### config.mk
export PLATFORM = sky130hd
export DESIGN_NAME = rbea_ctrl
export DESIGN_NICKNAME = d
export VERILOG_FILES = /design/src/rbea_pkg.sv /design/src/rbea_ctrl.sv
export VERILOG_INCLUDE_DIRS = /design/src /design/src/src
export SDC_FILE = /design/constraint.sdc
export NUM_CORES = 1
export LEC_CHECK = 0
export ABC_AREA = 1
export BUFFER_PORTS_ARGS = -buffer_cell sky130_fd_sc_hd__clkbuf_2
export CAP_MARGIN = 20
export CORE_MARGIN = 3
export CORE_UTILIZATION = 63
export CTS_BUF_LIST = sky130_fd_sc_hd__clkbuf_8
export DETAILED_ROUTE_END_ITERATION = 6
export GPL_TIMING_DRIVEN = 0
export HOLD_SLACK_MARGIN = 0.03
export PLACE_DENSITY = 0.88
export SLEW_MARGIN = 20
export SYNTH_ARGS = -nofsm -noshare
export SYNTH_HDL_FRONTEND = slang
export SYNTH_SLANG_ARGS = --single-unit
### constraint.sdc
create_clock -name aclk -period 4.33 [get_ports aclk]
set_input_delay 0.2165 -clock aclk [delete_from_list [all_inputs] [get_ports aclk]]
set_output_delay 0.2165 -clock aclk [all_outputs]
set_load 0.01 [all_outputs]
### src/rod_bending_energy_accumulator_top_assert.svh
// Assertion macros for the bending energy accumulator controller
`ifndef ROD_BENDING_ENERGY_ACCUMULATOR_TOP_ASSERT_SVH
`define ROD_BENDING_ENERGY_ACCUMULATOR_TOP_ASSERT_SVH

// Same-cycle implication, disabled in reset
`define RBEA_AST_IMP(lbl, clk, rstn, ante, cons, msg) \
    lbl: assert property (@(posedge clk) disable iff (!rstn) (ante) |-> (cons)) \
        else $error(msg);

// Next-cycle implication, disabled in reset
`define RBEA_AST_NXT(lbl, clk, rstn, ante, cons, msg) \
    lbl: assert property (@(posedge clk) disable iff (!rstn) (ante) |=> (cons)) \
        else $error(msg);

`endif

### src/rbea_pkg.sv
// Types, constants and helpers for the bending energy accumulator
`default_nettype none
package rbea_pkg;

    localparam int ACC_W = 116;  // holds cross, dot, denominator and stiffness product
    localparam int DEN_W = 70;
    localparam int KB_W  = 40;
    localparam int SQ_W  = 82;
    localparam int OPD_W = 34;
    localparam int CR_W  = 68;
    localparam int N_W   = 114;

    localparam logic [1:0] ST_OK   = 2'd0;
    localparam logic [1:0] ST_ZERO = 2'd1;
    localparam logic [1:0] ST_SAT  = 2'd2;

    typedef struct packed {
        logic signed [31:0] pos_x;
        logic signed [31:0] pos_y;
        logic signed [31:0] pos_z;
        logic [31:0]        edge_rest_length;
        logic [31:0]        voronoi_len;
        logic [31:0]        stiffness;
        logic               is_last;
    } in_item_t;

    typedef struct packed {
        logic [62:0] energy;
        logic [1:0]  status;
    } out_item_t;

    typedef enum logic [2:0] {
        OPD_PE, OPD_CE, OPD_PREST, OPD_CREST, OPD_KLO, OPD_KHI, OPD_SQ, OPD_STIFF
    } opd_t;

    typedef enum logic [2:0] {
        SH_0, SH_21, SH_32, SH_40, SH_64
    } sh_t;

    typedef struct packed {
        logic       in_ld;
        logic       mac_en;
        logic       mac_clr;
        logic       mac_sub;
        opd_t       a_sel;
        logic [1:0] a_idx;
        opd_t       b_sel;
        logic [1:0] b_idx;
        sh_t        sh;
        logic       den_ld;
        logic       div_ld_k;
        logic       div_ld_t;
        logic       div_step;
        logic       k_st;
        logic [1:0] k_idx;
        logic       sq_ld;
        logic       term_add;
        logic       flag_zero;
        logic       state_upd;
        logic       out_ld;
    } cmd_t;

    typedef struct packed {
        logic [1:0] pseen;
        logic       cur_last;
        logic       skip;
        logic       out_free;
    } sts_t;

    // dividend bits of one curvature component: |cross| scaled by 2^(F+1)
    function automatic int kb_nw(int f);
        return CR_W + f + 1;
    endfunction

    // dividend bits of the energy term
    function automatic int t_nw(int f);
        return N_W + ((2 * f < 32) ? (32 - 2 * f) : 0);
    endfunction

endpackage
`default_nettype wire

### src/rbea_ctrl.sv
// Controller: sequences each point through the shared datapath
`default_nettype none
`include "rod_bending_energy_accumulator_top_assert.svh"
module rbea_ctrl
    import rbea_pkg::*;
#(
    parameter int FRAC_BITS = 16
) (
    input  wire logic aclk,
    input  wire logic aresetn,
    input  wire logic s_valid,
    output logic      s_ready,
    input  wire sts_t sts,
    output cmd_t      cmd
);

    localparam int KB_NW = kb_nw(FRAC_BITS);
    localparam int T_NW  = t_nw(FRAC_BITS);
    localparam int DIV_W = (KB_NW > T_NW) ? KB_NW : T_NW;
    localparam int CNT_W = $clog2(DIV_W);

    typedef enum logic [14:0] {
        S_IDLE = 15'b000000000000001,
        S_DEN  = 15'b000000000000010,
        S_CHK  = 15'b000000000000100,
        S_CRS  = 15'b000000000001000,
        S_DLDK = 15'b000000000010000,
        S_DIVK = 15'b000000000100000,
        S_KST  = 15'b000000001000000,
        S_SQ   = 15'b000000010000000,
        S_SQLD = 15'b000000100000000,
        S_NMUL = 15'b000001000000000,
        S_DLDT = 15'b000010000000000,
        S_DIVT = 15'b000100000000000,
        S_TADD = 15'b001000000000000,
        S_UPD  = 15'b010000000000000,
        S_OUT  = 15'b100000000000000
    } state_t;

    state_t           state_reg, state_next;
    logic [CNT_W-1:0] cnt_reg, cnt_next;
    logic [1:0]       j_reg, j_next;

    function automatic logic [1:0] rot(logic [1:0] j, logic [1:0] k);
        logic [2:0] s;
        s = {1'b0, j} + {1'b0, k};
        return (s >= 3'd3) ? 2'(s - 3'd3) : s[1:0];
    endfunction

    always_comb begin
        cmd        = '0;
        s_ready    = 1'b0;
        state_next = state_reg;
        cnt_next   = cnt_reg;
        j_next     = j_reg;
        unique case (state_reg)
            S_IDLE: begin
                s_ready = 1'b1;
                if (s_valid) begin
                    cmd.in_ld  = 1'b1;
                    cnt_next   = '0;
                    state_next = (sts.pseen == 2'd2) ? S_DEN : S_UPD;
                end
            end
            S_DEN: begin
                // r0*r1 + a.b
                cmd.mac_en = 1'b1;
                cmd.a_sel  = OPD_PE;
                cmd.b_sel  = OPD_CE;
                unique case (cnt_reg[1:0])
                    2'd0: begin
                        cmd.a_sel   = OPD_PREST;
                        cmd.b_sel   = OPD_CREST;
                        cmd.mac_clr = 1'b1;
                    end
                    2'd1: begin cmd.a_idx = 2'd0; cmd.b_idx = 2'd0; end
                    2'd2: begin cmd.a_idx = 2'd1; cmd.b_idx = 2'd1; end
                    2'd3: begin cmd.a_idx = 2'd2; cmd.b_idx = 2'd2; end
                endcase
                cnt_next = cnt_reg + CNT_W'(1);
                if (cnt_reg[1:0] == 2'd3) state_next = S_CHK;
            end
            S_CHK: begin
                cmd.den_ld = 1'b1;
                cnt_next   = '0;
                j_next     = 2'd0;
                if (sts.skip) begin
                    cmd.flag_zero = 1'b1;
                    state_next    = S_UPD;
                end else begin
                    state_next = S_CRS;
                end
            end
            S_CRS: begin
                cmd.mac_en = 1'b1;
                cmd.a_sel  = OPD_PE;
                cmd.b_sel  = OPD_CE;
                if (!cnt_reg[0]) begin
                    cmd.a_idx   = rot(j_reg, 2'd1);
                    cmd.b_idx   = rot(j_reg, 2'd2);
                    cmd.mac_clr = 1'b1;
                    cnt_next    = cnt_reg + CNT_W'(1);
                end else begin
                    cmd.a_idx   = rot(j_reg, 2'd2);
                    cmd.b_idx   = rot(j_reg, 2'd1);
                    cmd.mac_sub = 1'b1;
                    state_next  = S_DLDK;
                end
            end
            S_DLDK: begin
                cmd.div_ld_k = 1'b1;
                cnt_next     = '0;
                state_next   = S_DIVK;
            end
            S_DIVK: begin
                cmd.div_step = 1'b1;
                cnt_next     = cnt_reg + CNT_W'(1);
                if (cnt_reg == CNT_W'(KB_NW - 1)) state_next = S_KST;
            end
            S_KST: begin
                cmd.k_st  = 1'b1;
                cmd.k_idx = j_reg;
                cnt_next  = '0;
                if (j_reg == 2'd2) begin
                    j_next     = 2'd0;
                    state_next = S_SQ;
                end else begin
                    j_next     = j_reg + 2'd1;
                    state_next = S_CRS;
                end
            end
            S_SQ: begin
                // k^2 from 20-bit halves
                cmd.mac_en = 1'b1;
                cmd.a_idx  = j_reg;
                cmd.b_idx  = j_reg;
                cmd.a_sel  = OPD_KHI;
                cmd.b_sel  = OPD_KHI;
                cmd.sh     = SH_40;
                priority if (cnt_reg[1:0] == 2'd0) begin
                    cmd.a_sel   = OPD_KLO;
                    cmd.b_sel   = OPD_KLO;
                    cmd.sh      = SH_0;
                    cmd.mac_clr = (j_reg == 2'd0);
                end else if (cnt_reg[1:0] == 2'd1) begin
                    cmd.a_sel = OPD_KLO;
                    cmd.sh    = SH_21;
                end
                cnt_next = cnt_reg + CNT_W'(1);
                if (cnt_reg[1:0] == 2'd2) begin
                    cnt_next = '0;
                    if (j_reg == 2'd2) state_next = S_SQLD;
                    else j_next = j_reg + 2'd1;
                end
            end
            S_SQLD: begin
                cmd.sq_ld  = 1'b1;
                cnt_next   = '0;
                state_next = S_NMUL;
            end
            S_NMUL: begin
                cmd.mac_en = 1'b1;
                cmd.a_sel  = OPD_SQ;
                cmd.a_idx  = cnt_reg[1:0];
                cmd.b_sel  = OPD_STIFF;
                priority if (cnt_reg[1:0] == 2'd0) begin
                    cmd.sh      = SH_0;
                    cmd.mac_clr = 1'b1;
                end else if (cnt_reg[1:0] == 2'd1) begin
                    cmd.sh = SH_32;
                end else begin
                    cmd.sh = SH_64;
                end
                cnt_next = cnt_reg + CNT_W'(1);
                if (cnt_reg[1:0] == 2'd2) state_next = S_DLDT;
            end
            S_DLDT: begin
                cmd.div_ld_t = 1'b1;
                cnt_next     = '0;
                state_next   = S_DIVT;
            end
            S_DIVT: begin
                cmd.div_step = 1'b1;
                cnt_next     = cnt_reg + CNT_W'(1);
                if (cnt_reg == CNT_W'(T_NW - 1)) state_next = S_TADD;
            end
            S_TADD: begin
                cmd.term_add = 1'b1;
                state_next   = S_UPD;
            end
            S_UPD: begin
                cmd.state_upd = 1'b1;
                state_next    = sts.cur_last ? S_OUT : S_IDLE;
            end
            S_OUT: begin
                // hold until the output register is free
                if (sts.out_free) begin
                    cmd.out_ld = 1'b1;
                    state_next = S_IDLE;
                end
            end
        endcase
    end

    always_ff @(posedge aclk) begin
        if (!aresetn) begin
            state_reg <= S_IDLE;
            cnt_reg   <= '0;
            j_reg     <= '0;
        end else begin
            state_reg <= state_next;
            cnt_reg   <= cnt_next;
            j_reg     <= j_next;
        end
    end

    `RBEA_AST_IMP(a_divk_bound, aclk, aresetn, state_reg == S_DIVK, cnt_reg < CNT_W'(KB_NW), "curvature divide overran")
    `RBEA_AST_IMP(a_divt_bound, aclk, aresetn, state_reg == S_DIVT, cnt_reg < CNT_W'(T_NW), "term divide overran")
    `RBEA_AST_NXT(a_short_path, aclk, aresetn, s_valid && s_ready && sts.pseen != 2'd2, state_reg == S_UPD, "end point took the term path")
    `RBEA_AST_NXT(a_skip_path, aclk, aresetn, state_reg == S_CHK && sts.skip, state_reg == S_UPD, "zero divisor term not skipped")

endmodule
`default_nettype wire

==> results by group, run 1 <==
Setup path
  • Buffer and inverter count on the worst path: 2
  • Reg2Reg Depth: 10
  • CP peak stage delay: approximately 0.57 ns
  • Data arrival time at the worst-slack endpoint: 2.32 ns
  • Critical-path cell with the highest stage delay: dfxtp_1
  • List of cells traversed by the critical path: clkinv_1 > ha_1 > or2_2 > o22ai_1 > clkbuf_2
  • CP delay by family, top: flip-flops
  • WP data required: 4.11 ns
  • Setup Crit Path Kind: register to primary output
  • Crit. path cell count: 5
  • Kind of end point of the critical path: primary output
  • Startpoint types: register
  • Maximum fanout encountered on the critical timing path: 12

Floorplanning
  • Die boundary height: 66.0 um
  • Number of primary I/O pins: 38
  • Starting density of the core: between 60% and 70%
  • Die span in x: 66.0 um
  • Full die area: approximately 4400 um^2
  • Core box area: 3390 um^2
  • Std-Cell Rows: 21

Detailed routing
  • Total detailed-routing wirelength: around 6 mm
  • Vias after detailed routing: 2536
  • Post-detailed-route DRC marker count: 0
  • Number of nets still failing antenna checks after routing: 0
  • Total iterations of the first detailed-routing run: 4
  • Wire per inst: 13.3 um
  • Vias per cell: 5.53
  • Number of design-rule violations left by the first detailed-router iteration: 218

CTS
  • CTS Root Buffer Type: clkbuf_8
  • CTS-repair resized insts: 0
  • Sinks on the clock net: 24
  • Largest buffer count on any clock path: 2
  • Worst-Skew Late Latency: 0.28 ns
  • Number of H-tree branching levels: 1
  • Post-CTS Setup Bufs: 0
  • Cts bufs inserted: 3
  • Number of buffers added to fix hold violations after cts: 0
  • Clock tree from TritonCTS: yes
  • Clock Pin Slew Worst Setup and Hold Paths: 0.09 ns

Hold path
  • Hold path cells: 3
  • Worst hold path class: input pin to register

Final layout
  • Final #Nets: 434
  • Most common library cell in the layout ignoring fill and taps: nand2_1
  • Utilization of the core after routing: 75.6%
  • N_diodes: 0
  • Area growth from synthesis to layout: 13.1%
  • Flip-flop count of the largest register after layout: 15
  • Highest-count cells in the layout ignoring fill and taps: nand2_1 (65), inv_1 (61), nor2_1 (61)
  • Fillers: 300
  • Layout cells sized above 1: 20.8%
  • Non-filler instance count after layout: 459

Power and ir drop
  • Sw Share: 47.6%
  • Combinational power share: 51.9%
  • Cell Int Power: 0.000501 W
  • Total power: 0.000955 W
  • PwrDens: 373 nW/um^2
  • Part of the total power dissipated in the clock network: 16.9%
  • LEAKAGE: ~1.5 nW
  • Fraction of power consumed by sequential logic: 31.2%
  • Sw power: 0.000454 W
  • VDD IR max: 0.282 mV

GRT
  • Wire length of the first global-routing pass: 10.5 mm
  • GRT Overall Usage: between 30% and 40%
  • Global routing usage on met3: under 10%
  • GRT busiest layer: met2
  • Number of global-route vias before repair: 2380
  • Met1 Resource Use GR: approximately two fifths
  • Total gr overflow: 0
  • Routing usage on met2: 52.2%
  • Initial antenna violation count: 0
  • Maximum number of pins on one net before global-route repair: 14

Yosys
  • Top cells by area, synth: dfxtp_1 (21%), nand2_1 (11%), inv_1 (10%), nor2_1 (10%), nand3_1 (7.1%)
  • Mux share of post-synthesis cell area: 0%
  • Total number of yosys warnings: 0
  • Xor/xnor share of the synthesized area: 1.55%
  • Flops & latches, synth: 24
  • Yosys top cell by area: dfxtp_1
  • Post-Syn Nets: 392
  • Gate count after technology mapping: between 300 and 400
  • Average instance area after synthesis: 6.09 um^2
  • Adder-cell share of the synthesized area: 6.63%
  • Main combinational cell family by area after synthesis: simple AND/OR/NAND/NOR gates
  • Cell area after technology mapping: between 2000 and 2500 um^2
  • Unique masters post-synth: 38
  • Simple-gate portion of the synthesized area: 47.1%
  • Area share of the largest cell type after synthesis: around a fifth
  • Sequential area share after synthesis: 21.2%
  • Post-synthesis compound-gate area fraction: 10.3%

Timing
  • Setup TNS: 0 ns
  • Final number of hold-violating endpoints: 0
  • Number of max-slew violations in the final report: 0
  • Min cycle time layout: 2.54 ns
  • Slew of the pin with the lowest slew margin: ~0.46 ns
  • Final critical-path share of the clock period: between 50% and 60%
  • Maximum operating frequency: 0.394 GHz
  • Relative slew margins: between 60% and 70%
  • Setup repair after global routing missed its margin: no
  • Final Hold Slack: 0.179 ns
  • Setup Viol. Count Final: 0
  • Final clock skew: 0.00480 ns

Run
  • Max-cap violations: 0

Outcome
  • Result of the run: complete, no violations

Placed design
  • Hpwl dp: 4.74 mm
  • Routability congestion estimate: 0.919
  • Number of placed instances with taps included: roughly 460
  • Count of input and output buffers: 37
final cells by class:
cell class | count | area (um^2) | share of cell area [%]
Multi-Input combinational cell | 275 | 1490 | 58.0
Buffer | 6 | 47.5 | 1.85
Tap cell | 46 | 57.6 | 2.24
Timing Repair Buffer | 37 | 185 | 7.22
Sequential cell | 24 | 480 | 18.7
Clock buffer | 4 | 55.1 | 2.15
Inverter | 67 | 251 | 9.81
power by group through the flow:
stage | clock [W] | sequential, W | combinational [W]
floorplan | 0 | 0.000290 | 0.000387
global route | 0.000174 | 0.000303 | 0.000562
global placement | 0 | 0.000299 | 0.000478
finish | 0.000161 | 0.000298 | 0.000496
detailed placement | 0 | 0.000301 | 0.000491
CTS | 0.000164 | 0.000296 | 0.000493
worst reg2reg max path, delay by kind of cell, from the launching register on:
| kind | cells | cell delay (ns) |
|---|---|---|
| DFF | 1 | 0.57 |
| buffers and inverters | 2 | 0.53 |
| and+or+nand+nor | 7 | 0.65 |
| adders and majority gates | 1 | 0.39 |
path summary, 6_finish.rpt:
| path | start | end | slack, ns |
|---|---|---|---|
| setup / recovery | cnt_reg[0]$_SDFFE_PN0P_ | cmd[13] | 1.79 |
| hold / removal | sts[2] | state_reg[14]$_SDFFE_PN0P_ | 0.18 |
| setup reg to reg | cnt_reg[0]$_SDFFE_PN0P_ | state_reg[5]$_SDFFE_PN0P_ | 2.09 |
| hold reg to reg | state_reg[9]$_SDFFE_PN0P_ | state_reg[9]$_SDFFE_PN0P_ | 0.54 |
stage by stage:
stage,cell area (um^2),setup slack (ns)
floorplan,2270,2.52
global placement,2510,2.18
detailed placement,2510,2.14
CTS,2560,1.84
global route,2560,1.66
finish,2560,1.79
synth_stat cells:
cell       n
ha_1      12
or2_2      1
inv_1     61
inv_2      4
nand3_2    4
clkinv_1   2
nor3b_1    1
nand4_1   11
a22oi_1    2
buf_2      2
nand3b_4   1
nand3_1   32
xor2_1     4
o21ai_0   16
o221ai_1   1
o21ai_2    1
nor2_1    61
nor2_4     1
or2_1      1
buf_4      2
o211ai_1   3
o21ai_1    1
a21oi_1   13
a31oi_1    1
o22ai_1    1
nand2_1   65
nand2_2   13
nor3_2     2
nor2_2     8
a21boi_0   1
dfxtp_1   24
nor3_1    10
or3_1      1
nand2_4    3
nand3b_1   2
buf_6      2
nand3_4    1
a22o_1     1
per-layer routing:
metal	part of all wire, %	wire (um)
met2	45	2760
met5	0	0
met1	44	2710
met3	8.4	512
met4	2.4	145
logic make-up after synthesis:
group / count (synthesis)
AND/OR/NAND/NOR: 218
buffers and inverters: 73
AO/OA/AOI/OAI: 41
flip-flops: 24
adder cells (fa/ha/maj): 12
XOR/XNOR: 4
Note: power is estimated with default switching activity, not from simulation.
==> run 2, diff against run 1 <==
Settings changed: ABC_AREA 1 to 0, CORE_UTILIZATION 63 to 58, PLACE_DENSITY 0.88 to 0.83.
Clock period 4.33 ns to 2.6 ns, I/O delays scaled along.
==> run 2 against run 1 <==
  * Critical path depth grew 3
  * Die area down 3.3%
  * Register-to-register slack lost 2.0 ns
  * Final cell count down 24%
  * Sequential share of layout area rose by 0.36 points
  * Design area is 1.6% lower
  * Global-route usage decreased by 0.70 points
  * Worst setup slack worse by 1.7 ns
  * Clock skew down 0.0013 ns
  * Flip-flop and latch count is the same
  * Largest power group is now registers
==> results by group, run 2 <==
CTS
  • Worst-Skew Late Latency: 0.27 ns (about the same)
  • Cts bufs inserted: 3 (unchanged)
  • Largest buffer count on any clock path: 2 (unchanged)
  • Clock Pin Slew Worst Setup and Hold Paths: 0.09 ns (about the same)
  • Number of H-tree branching levels: 1 (unchanged)
  • CTS Root Buffer Type: clkbuf_8
  • Clock tree from TritonCTS: yes
  • Sinks on the clock net: 24 (unchanged)

Setup path
  • List of cells traversed by the critical path: nor4_4 > buf_4 > buf_4 > nand3_1 > nor3_1 > nor3_2 > a21bo_1 > a21oi_1
  • Critical-path cell with the highest stage delay: nor3_1
  • Buffer and inverter count on the worst path: 2 (unchanged)
  • CP peak stage delay: 0.49 ns (-0.08 ns)
  • Data arrival time at the worst-slack endpoint: 2.73 ns (+0.41 ns)
  • CP delay by family, top: simple AND/OR/NAND/NOR gates
  • WP data required: 2.79 ns (-1.32 ns)
  • Kind of end point of the critical path: register
  • Startpoint types: register
  • Maximum fanout encountered on the critical timing path: 9 (-3)
  • Cell seen most often among critical-path stages: buf_4
  • Setup Crit Path Kind: register to register

Floorplanning
  • Number of primary I/O pins: 38 (unchanged)
  • Std-Cell Rows: 20 (-4.8%)
  • Die boundary height: 64.9 um (-1.7%)
  • Core box area: 3180 um^2 (-6.2%)
  • Die span in x: 64.9 um (-1.7%)
  • Starting density of the core: 63.2% (-3.6 points)
  • Full die area: 4210 um^2 (-3.3%)

Yosys
  • Total number of yosys warnings: 0 (unchanged)
  • Sequential area share after synthesis: 23.9% (+2.7 points)
  • Unique masters post-synth: 57 (+50%)
  • Flops & latches, synth: 24 (unchanged)
  • Cell area after technology mapping: 2010 um^2 (-11%)
  • Yosys top cell by area: dfxtp_1
  • Post-Syn Nets: 276 (-30%)
  • Main combinational cell family by area after synthesis: simple AND/OR/NAND/NOR gates
  • Share of flip-flops with an asynchronous set or reset after synthesis: 0% (unchanged)
  • Average instance area after synthesis: 7.85 um^2 (+29%)
  • Leading cell type by number of instances after synthesis: nor2_1
  • Area share of the largest cell type after synthesis: 23.9% (+2.7 points)
  • Post-synthesis compound-gate area fraction: 22.8% (+12 points)
  • Simple-gate portion of the synthesized area: 38.5% (-8.6 points)
  • Adder-cell share of the synthesized area: 7.47% (+0.85 points)
  • Gate count after technology mapping: 256 (-31%)
  • Xor/xnor share of the synthesized area: 1.31% (-0.24 points)
  • Mux share of post-synthesis cell area: 0.498% (+0.50 points)
  • Count of flip-flops with a built-in enable after synthesis: 0 (unchanged)
  • Most used DFF post-synth: dfxtp_1
  • Top cells by area, synth: dfxtp_1 (24%), ha_1 (7.5%), nor2_1 (5.0%), nor3_1 (4.2%), nand2_1 (4.1%)
  • Most used standard cells in the synthesized netlist: nor2_1 (27), dfxtp_1 (24), nand2_1 (22)

Placed design
  • Routability congestion estimate: 0.967 (+5.2%)
  • Hpwl dp: 4.33 mm (-8.6%)
  • Number of placed instances with taps included: 337 (-26%)
  • Total cell area at the placement stage: 2260 um^2 (-10%)
  • Worst setup timing slack at the placement stage: -0.913 ns (-3.06 ns)
  • Count of input and output buffers: 37 (unchanged)

Power and ir drop
  • PwrDens: 341 nW/um^2 (-8.5%)
  • Combinational power share: 24.8% (-27 points)
  • VDD IR max: 0.193 mV (-32%)
  • Sw Share: 31.5% (-16 points)
  • LEAKAGE: 1.02 nW (-31%)
  • Sw power: 0.000271 W (-40%)
  • Cell Int Power: 0.000589 W (+18%)
  • Part of the total power dissipated in the clock network: 30.7% (+14 points)
  • Fraction of power consumed by sequential logic: 44.4% (+13 points)

Timing
  • Min setup slack post-route: 0.0638 ns (-1.73 ns)
  • Relative slew margins: 51.3% (-18 points)
  • Setup repair after global routing missed its margin: yes
  • Final clock skew: 0.00351 ns (-0.00129 ns)
  • Maximum operating frequency: 0.394 GHz
  • Min cycle time layout: 2.54 ns
  • Final critical-path share of the clock period: 97.5%
  • Slew of the pin with the lowest slew margin: 0.724 ns (+0.261 ns)
  • Final Hold Slack: 0.110 ns (-0.0691 ns)
  • Final number of hold-violating endpoints: 0 (unchanged)
  • Number of max-slew violations in the final report: 0 (unchanged)
  • Setup Viol. Count Final: 0 (unchanged)

GRT
  • Routing usage on met2: 48.1% (-4.0 points)
  • GRT Overall Usage: 30.0% (-0.70 points)
  • Total gr overflow: 0 (unchanged)
  • Global routing usage on met3: 3.64% (-0.27 points)
  • Initial antenna violation count: 0 (unchanged)
  • Number of global-route vias before repair: 2044 (-14%)
  • GRT busiest layer: met2
  • Maximum number of pins on one net before global-route repair: 14 (unchanged)
  • Met1 Resource Use GR: 41.1% (+1.8 points)
  • Wire length of the first global-routing pass: 10.0 mm (-4.6%)

Outcome
  • Result of the run: complete, no violations

Final layout
  • N_diodes: 0 (unchanged)
  • Non-filler instance count after layout: 350 (-24%)
  • Fillers: 245 (-18%)
  • Layout cells sized above 1: 29.7% (+8.9 points)
  • Total area of multi-input combinational cells: 1560 um^2 (+5.1%)
  • Most common library cell in the layout ignoring fill and taps: clkbuf_2
  • Flip-flop count of the largest register after layout: 15 (unchanged)
  • Final #Nets: 327 (-25%)
  • Storage element area: 482 um^2 (+0.26%)
  • Utilization of the core after routing: 79.4% (+3.7 points)
  • Post-Layout Inst Area: 2520 um^2 (-1.6%)
  • Area growth from synthesis to layout: 25.5%
  • Highest-count cells in the layout ignoring fill and taps: clkbuf_2 (37), nor2_1 (27), dfxtp_1 (23)

Hold path
  • Worst hold path class: input pin to register

Detailed routing
  • Number of design-rule violations left by the first detailed-router iteration: 332 (+52%)
  • Vias after detailed routing: 2255 (-11%)
  • Number of nets still failing antenna checks after routing: 0 (unchanged)
  • Total detailed-routing wirelength: 6.24 mm (+1.9%)
  • Total iterations of the first detailed-routing run: 7 (+3)
  • Wire per inst: 17.8 um (+34%)
  • Vias per cell: 6.44 (+17%)
  • Post-detailed-route DRC marker count: 0 (unchanged)

Run
  • Max-cap violations: 0 (unchanged)
[run 2: cell count changes in the layout (fill, tap and decap cells not counted), moves of 6 or more]
cell      delta
nand2_2     -13
nand2_1     -43
nand3_1     -27
inv_1       -52
nand2b_1     +6
nor2_2       -8
and2_1       +6
nor2_1      -34
nor4b_1      +6
buf_4        +9
[run 2: worst register-to-register path, cell delays in order, from the launching register on]
cell	delay, ns
dfxtp_1	0.42
nor4_4	0.46
buf_4	0.19
buf_4	0.11
nand3_1	0.20
nor3_1	0.50
nor3_2	0.19
a21bo_1	0.23
a21oi_1	0.16
[run 2: cell families after synthesis]
group	Yosys count
XOR/XNOR	3
flip-flops	24
multiplexers	1
AO/OA/AOI/OAI	60
adder cells (fa/ha/maj)	12
AND/OR/NAND/NOR	133
buffers and inverters	23
[run 2: area by class of cell]
cell class / count / share of cell area, %
timing repair buffer: 46 / 10.0
tap: 44 / 2.18
multi-input combinational: 209 / 62.0
inverter: 11 / 1.64
sequential: 24 / 19.1
buffer: 12 / 2.93
clock buffer: 4 / 2.18
[run 2: final timing paths]
kind / cells past startpoint / from / end / slack [ns]
min reg2reg: 1 / cnt_reg[6]$_SDFFE_PN0P_ / cnt_reg[6]$_SDFFE_PN0P_ / 0.50
min: 3 / sts[2] / state_reg[14]$_SDFFE_PN0P_ / 0.11
max reg2reg: 8 / state_reg[4]$_SDFFE_PN0P_ / state_reg[7]$_SDFFE_PN0P_ / 0.06
max: 8 / state_reg[4]$_SDFFE_PN0P_ / state_reg[7]$_SDFFE_PN0P_ / 0.06
[run 2: power groups by stage]
stage,sequential (W),combinational (W),clock (W)
final,0.000382,0.000214,0.000264
after global routing,0.000384,0.000230,0.000275
after CTS,0.000381,0.000189,0.000265
after detailed placement,0.000389,0.000169,0
after global placement,0.000389,0.000168,0
after floorplan,0.000387,0.000121,0
[run 2: what timing repair did]
item	CTS	global route
hold buffers	0	0
endpoints found under the setup margin	29	30
gates resized for setup	14	13
buffers inserted	5	4
pin swaps	3	4
[run 2: stage by stage]
step / power, W / setup TNS [ns]
2_1_floorplan: 0.000508 / 0
5_1_grt: 0.000888 / -0.0893
6_report: 0.000860 / 0
4_1_cts: 0.000835 / -0.0759
3_3_place_gp: 0.000557 / -7.45
3_5_place_dp: 0.000558 / -7.97
[run 2: layer usage]
layer  up-vias  share of wire (%)
met4         0                2.8
li1       1071                  -
met2       137                 47
met3        25                9.1
met5         -                  0
met1      1022                 41
